File: config.mk
export PLATFORM = sky130hd
export DESIGN_NAME = eab_queue
export DESIGN_NICKNAME = d
export VERILOG_FILES = /design/src/eab_pkg.sv /design/src/eab_queue.sv
export SDC_FILE = /design/constraint.sdc
export NUM_CORES = 1
export LEC_CHECK = 0
export BUFFER_PORTS_ARGS = -buffer_cell sky130_fd_sc_hd__buf_4
export CORE_MARGIN = 2
export CORE_UTILIZATION = 54
export CTS_BUF_LIST = sky130_fd_sc_hd__clkbuf_8
export DETAILED_ROUTE_END_ITERATION = 8
export GPL_TIMING_DRIVEN = 0
export PLACE_DENSITY = 0.79
export SYNTH_ARGS = -nofsm -noshare
export SYNTH_HDL_FRONTEND = slang
export SYNTH_SLANG_ARGS = --single-unit
File: constraint.sdc
create_clock -name clk -period 8.4 [get_ports clk]
set_clock_uncertainty 0.05 [all_clocks]
set_input_delay 1.26 -clock clk [delete_from_list [all_inputs] [get_ports clk]]
set_output_delay 1.26 -clock clk [all_outputs]
set_load 0.03 [all_outputs]
File: src/eab_pkg.sv
// Package with the constants, tables and types shared by the Euler-angle basis block.
package eab_pkg;

    localparam int ANGLE_BITS    = 16;
    localparam int FRACTION_BITS = 14;
    localparam int TABLE_LEN     = 24;
    localparam int Q30_BITS      = 33;
    localparam int OUT_BITS      = FRACTION_BITS + 2;

    localparam logic signed [Q30_BITS-1:0] CORDIC_GAIN = 33'sd652032874;

    typedef logic signed [Q30_BITS-1:0] trig_t;

    typedef struct packed {
        logic [15:0] pitch;
        logic [15:0] yaw;
        logic [15:0] roll;
        logic        kind;
    } angles_t;

    typedef struct packed {
        trig_t sp;
        trig_t cp;
        trig_t sy;
        trig_t cy;
        trig_t sr;
        trig_t cr;
        logic  kind;
    } trig_set_t;

    function automatic logic [31:0] atan_turns(input int idx);
        logic [31:0] v;
        begin
            unique case (idx)
                0: v = 32'd536870912;
                1: v = 32'd316933406;
                2: v = 32'd167458907;
                3: v = 32'd85004756;
                4: v = 32'd42667331;
                5: v = 32'd21354465;
                6: v = 32'd10679838;
                7: v = 32'd5340245;
                8: v = 32'd2670163;
                9: v = 32'd1335087;
                10: v = 32'd667544;
                11: v = 32'd333772;
                12: v = 32'd166886;
                13: v = 32'd83443;
                14: v = 32'd41722;
                15: v = 32'd20861;
                16: v = 32'd10430;
                17: v = 32'd5215;
                18: v = 32'd2608;
                19: v = 32'd1304;
                20: v = 32'd652;
                21: v = 32'd326;
                22: v = 32'd163;
                default: v = 32'd81;
            endcase
            return v;
        end
    endfunction

endpackage

File: src/eab_queue.sv
// Short queue between the trig front and the matrix back.
module eab_queue #(
    parameter int DEPTH = 4
) (
    input  logic               clk,
    input  logic               rst_n,
    input  logic               wr_en,
    input  eab_pkg::trig_set_t wr_data,
    input  logic               rd_en,
    output logic               rd_valid,
    output eab_pkg::trig_set_t rd_data,
    output logic [$clog2(DEPTH+1)-1:0] count
);

    localparam int AW = $clog2(DEPTH);

    eab_pkg::trig_set_t mem_reg [0:DEPTH-1];
    logic [AW-1:0] wp_reg, rp_reg;
    logic [$clog2(DEPTH+1)-1:0] cnt_reg;

    always_ff @(posedge clk or negedge rst_n)
    begin
        if (!rst_n)
        begin
            wp_reg  <= '0;
            rp_reg  <= '0;
            cnt_reg <= '0;
        end
        else
        begin
            if (wr_en)
            begin
                wp_reg <= (wp_reg == AW'(DEPTH - 1)) ? '0 : wp_reg + 1'b1;
            end
            if (rd_en)
            begin
                rp_reg <= (rp_reg == AW'(DEPTH - 1)) ? '0 : rp_reg + 1'b1;
            end
            cnt_reg <= cnt_reg + (wr_en ? 1'b1 : 1'b0) - (rd_en ? 1'b1 : 1'b0);
        end
    end

    always_ff @(posedge clk)
    begin
        if (wr_en)
        begin
            mem_reg[wp_reg] <= wr_data;
        end
    end

    assign rd_data  = mem_reg[rp_reg];
    assign rd_valid = (cnt_reg != '0);
    assign count    = cnt_reg;

endmodule

# Yosys cells after proc, flatten, opt, wreduce, memory -nomap -nowiden
# Memory sizes are Yosys's and may differ from the RTL's.
# Index checks and enable logic that the tools add are counted.
[word_totals]
reg_bits = 7
latchBits = 0
mem_bits_rw = 796
romBits = 0
inputBits = 203
elab_cells = 17
memories = 1
[classes]
add_sub_neg = 4
multipliers = 0
div = 0
order_cmp = 0
n_eq_ne = 2
n_shift = 0
n_mux = 6
n_bitwise = 0
reduce_logical = 1
[mem_list]
columns = ["memory", "words", "word_bits", "rd", "rd_clocked_by_memory_dff", "write_ports", "line_no", "source"]
rows = [
  ["mem_reg", 4, 199, 1, 0, 1, "eab_queue.sv:17", "eab_pkg::trig_set_t mem_reg [0:DEPTH-1];"],
]
[op_table]
columns = ["operator", "n"]
rows = [
  ["adder 2 x 1 -> 2 bit, second input constant", 2],
  ["equality test 2 bit, second input constant", 2],
  ["2-to-1 mux 1 bit", 4],
  ["2-to-1 mux 2 bit", 2],
  ["adder 3 x 1 -> 3 bit", 1],
  ["nonzero test 3 bit", 1],
  ["subtractor 3 x 1 -> 3 bit", 1],
]

# Logic depth before layout (Yosys ltp)
[depth]
ltp_word = 3
ltp_mapped = 8
depth_no_buf = 8

# Least setup slack after synthesis
# No wires, ideal clock.
[synth_timing]
kind = "in2reg"
start = "in wr_en"
end = "mem mem_reg[2][0] in the netlist's numbering (enable)"
setup_ns = 0.583
arrival_ns = 5.775
required_ns = 7.767
path_slack_ns = 1.992
stages = 1
n_path_buf = 0
path_cell_list = "and2_1"
[synth_via]
elab_chain_cells = 2
[synth_rtl]
columns = ["item", "line_no", "source"]
rows = [
  ["start, declared", "eab_queue.sv:7", "input logic wr_en,"],
  ["2-to-1 mux 1 bit", "eab_queue.sv:45", "if (wr_en)"],
  ["2-to-1 mux 1 bit (implied by the code)", "eab_queue.sv:47", "mem_reg[wp_reg] <= wr_data;"],
  ["end, declared", "eab_queue.sv:17", ""],
]
# No other way between the ends.

==> flow_metrics.tcl <==
set metrics [dict create \
    status "complete, no violations" \
    r2r_cells 5 \
    worstReg2RegStart "wp_reg[0]" \
    cp.arrival_ps 2640 \
    drc 0 \
    crit_chain "buf_2 > clkbuf_1 > mux4_2 > buf_4" \
    synth_mux_area_frac 0.154 \
    switchingPower_mw 4.48 \
    ys_seq_area_frac 0.821 \
    antenna_found_initial 2 \
    drive_above_1_share 0.470 \
    seqPwrFrac 0.401 \
    cp_slowest_stage_delay_ps 580 \
    leakage_nw 12.4 \
    design.die.area_um2 56200 \
    grt_pass1_vias 14360 \
    initial_core_util 0.546 \
    synthCells 1075 \
    synth_top_family_by_area "multiplexers" \
    synth_warnings 0 \
    slew_viol_final 0 \
    synth_nets 1286 \
    cts_root_buf "clkbuf_8" \
    synth_area_leader_cell "edfxtp_1" \
    rows 85 \
    tritoncts "done" \
    hp-class "primary input to asynchronous set/reset pin" \
    place_ws_ps 5080 \
    synthAdderAreaFrac 0.00367 \
    fill_cells 3323 \
    drt-pass1-iter-count 5 \
    sw_frac_of_total 0.341 \
    ys.flop_type "edfxtp_1" \
    worst_slew_pin_slew_ps 819 \
    post_cts_buffers 0 \
    cts_sinks 803 \
    clkPwrFrac 0.213 \
    irDropWorstVdd_uv 253 \
    cts_max_level 3 \
    setup_ws_ps 4450 \
    hold_viol_final 0 \
    synth_xor_area_frac 0.000597 \
    postRouteAntennaNets 0 \
    finalCritPeriodShare 0.470 \
    avgSynthCellArea_um2 27.3 \
    rrSetupSlack_ps 5830 \
    wl_per_cell_um 24.0 \
    port_buffers 405 \
    drt_iter0_drc 687 \
    area_growth_pct 21.8 \
    yosys.area.top_type_share 0.815 \
    path_max_fanout 10 \
    drv_cap 0 \
    rsz0062_at_grt "no" \
    yosys.area_share.simple 0.00162 \
    finalPower_mw 13.1 \
    vias_per_cell 5.53 \
    core_area_um2 53700 \
    multi_input_area_um2 4700 \
    finalSetupViolations 0 \
    die_height_um 237 \
    synth.distinct_cells 20 \
    cts_buffers 121 \
    synth_commonest_cells "edfxtp_1, mux4_2, buf_12, buf_2" \
    cp.required_ps 7090 \
    power_density_nw_per_um2 367 \
    p_comb_frac 0.386 \
    gp_congestion 0.734 \
    clk_pin_slew_worst_paths_ps 60 \
    clk-insertion-delay-late_ps 710 \
    r2r-end "mem_reg[2][50]" \
    grt_pass1_wl_um 86100 \
    async_reset_ff_frac 0.00872 \
    synth_compound_area_frac 0.000341 \
    critPathLaunchType "flop" \
    grt_max_degree 57 \
    final.min_clock_period_ps 3950 \
    largest_register_ffs 796 \
    max-slew-margin-rel 0.454 \
    post_cts_resized 0 \
    critical_path_class "flop to output pin" \
    register_area_um2 24100 \
    synth_edf_count 796 \
    hold_buffers 0 \
    synthTopCellsByArea "edfxtp_1, mux4_2, buf_12, dfrtp_1, buf_2" \
    num_vias 13321 \
    place_hpwl_um 36600 \
    gr-total-overflow 0 \
    grt.total_usage 0.208 \
    crit_path_top_delay_cell "clkbuf_1" \
    synthMostInstantiatedCell "edfxtp_1" \
    power.internal_mw 8.64 \
    clockBufferDepth 3 \
    fmax_mhz 253 \
    finalNetCount 1827 \
    synth_area_um2 29300 \
    endpoint_kind "output pin" \
    die_w_um 237 \
    ys_ff_latch 803 \
    io_pins 406 \
    wl_um 57700 \
]
-- power groups by stage --
| stage | clock network (mW) | registers, mW | logic (mW) |
|---|---|---|---|
| 2_1_floorplan | 0 | 5.45 | 3.33 |
| 3_3_place_gp | 0 | 5.58 | 5.01 |
| 3_5_place_dp | 0 | 5.35 | 5.14 |
| 4_1_cts | 2.87 | 5.27 | 5.16 |
| 5_1_grt | 3.04 | 5.30 | 5.32 |
| 6_report | 2.79 | 5.26 | 5.06 |
-- worst max-delay path: cells and delay by family (launching register included) --
kind                   cells  cell delay, ps
muxes                      1             430
DFF                        1             370
buffers and inverters      3            1120
-- layer usage --
layer,track usage,up-vias,share of wire
met5,0,-,0.00024
met4,0.0730,2,0.023
met1,0.270,6918,0.38
li1,-,5795,-
met3,0.0716,95,0.093
met2,0.331,511,0.50
-- final cells by class --
class,instances,area share
Clock buffer,122,0.0470
Inverter,6,0.000631
Tap cell,696,0.0244
Multi-Input combinational cell,221,0.132
Sequential cell,803,0.674
Antenna cell,1,0.0000701
Timing Repair Buffer,418,0.0947
Clock inverter,97,0.0124
Buffer,45,0.0152
-- layout by cell type, fill, tap and decap left out, drive strengths merged, types with 2 or more instances in the layout --
cell      synthesis  routed
and2              4       4
buf              43     461
bufinv            0       2
clkbuf            2     124
clkinv            0      50
clkinvlp          0       2
dfrtp             7       7
edfxtp          796     796
ha                7       7
inv               6      49
mux2              2       2
mux4            199     199
o21ai             2       2
xnor2             2       2
-- kinds of logic after synthesis --
kind of cell               after synthesis
adders and majority gates                8
muxes                                  201
AOI/OAI and AO/OA                        2
buffers and inverters                   51
DFF                                    803
xor gates and xnor gates                 2
and+or+nand+nor                          8
-- how the worst max path moves through the flow --
stage                         start        endpoint  slack [ps]  cells past startpoint
after CTS                 rp_reg[1]     rd_data[79]        4330                      4
after floorplan               wr_en   mem_reg[2][0]        1990                      1
final                     rp_reg[1]    rd_data[155]        4450                      4
after global placement        wr_en  mem_reg[3][35]       -1910                      2
after global routing      rp_reg[1]     rd_data[79]        4320                      4
after detailed placement      wr_en  mem_reg[3][47]        5080                      4
-- stage by stage --
step	util	instances	TNS, ps	cell area, µm²	hold WS [ps]
floorplan	-	1075	0	29300	515
global placement	0.619	2176	-1486220	33200	497
detailed placement	0.625	2189	0	33600	518
CTS	0.665	2408	0	35700	237
global route	0.665	2408	0	35700	273
finish	0.665	2409	0	35700	309
Power figures use the tool's default switching activity.
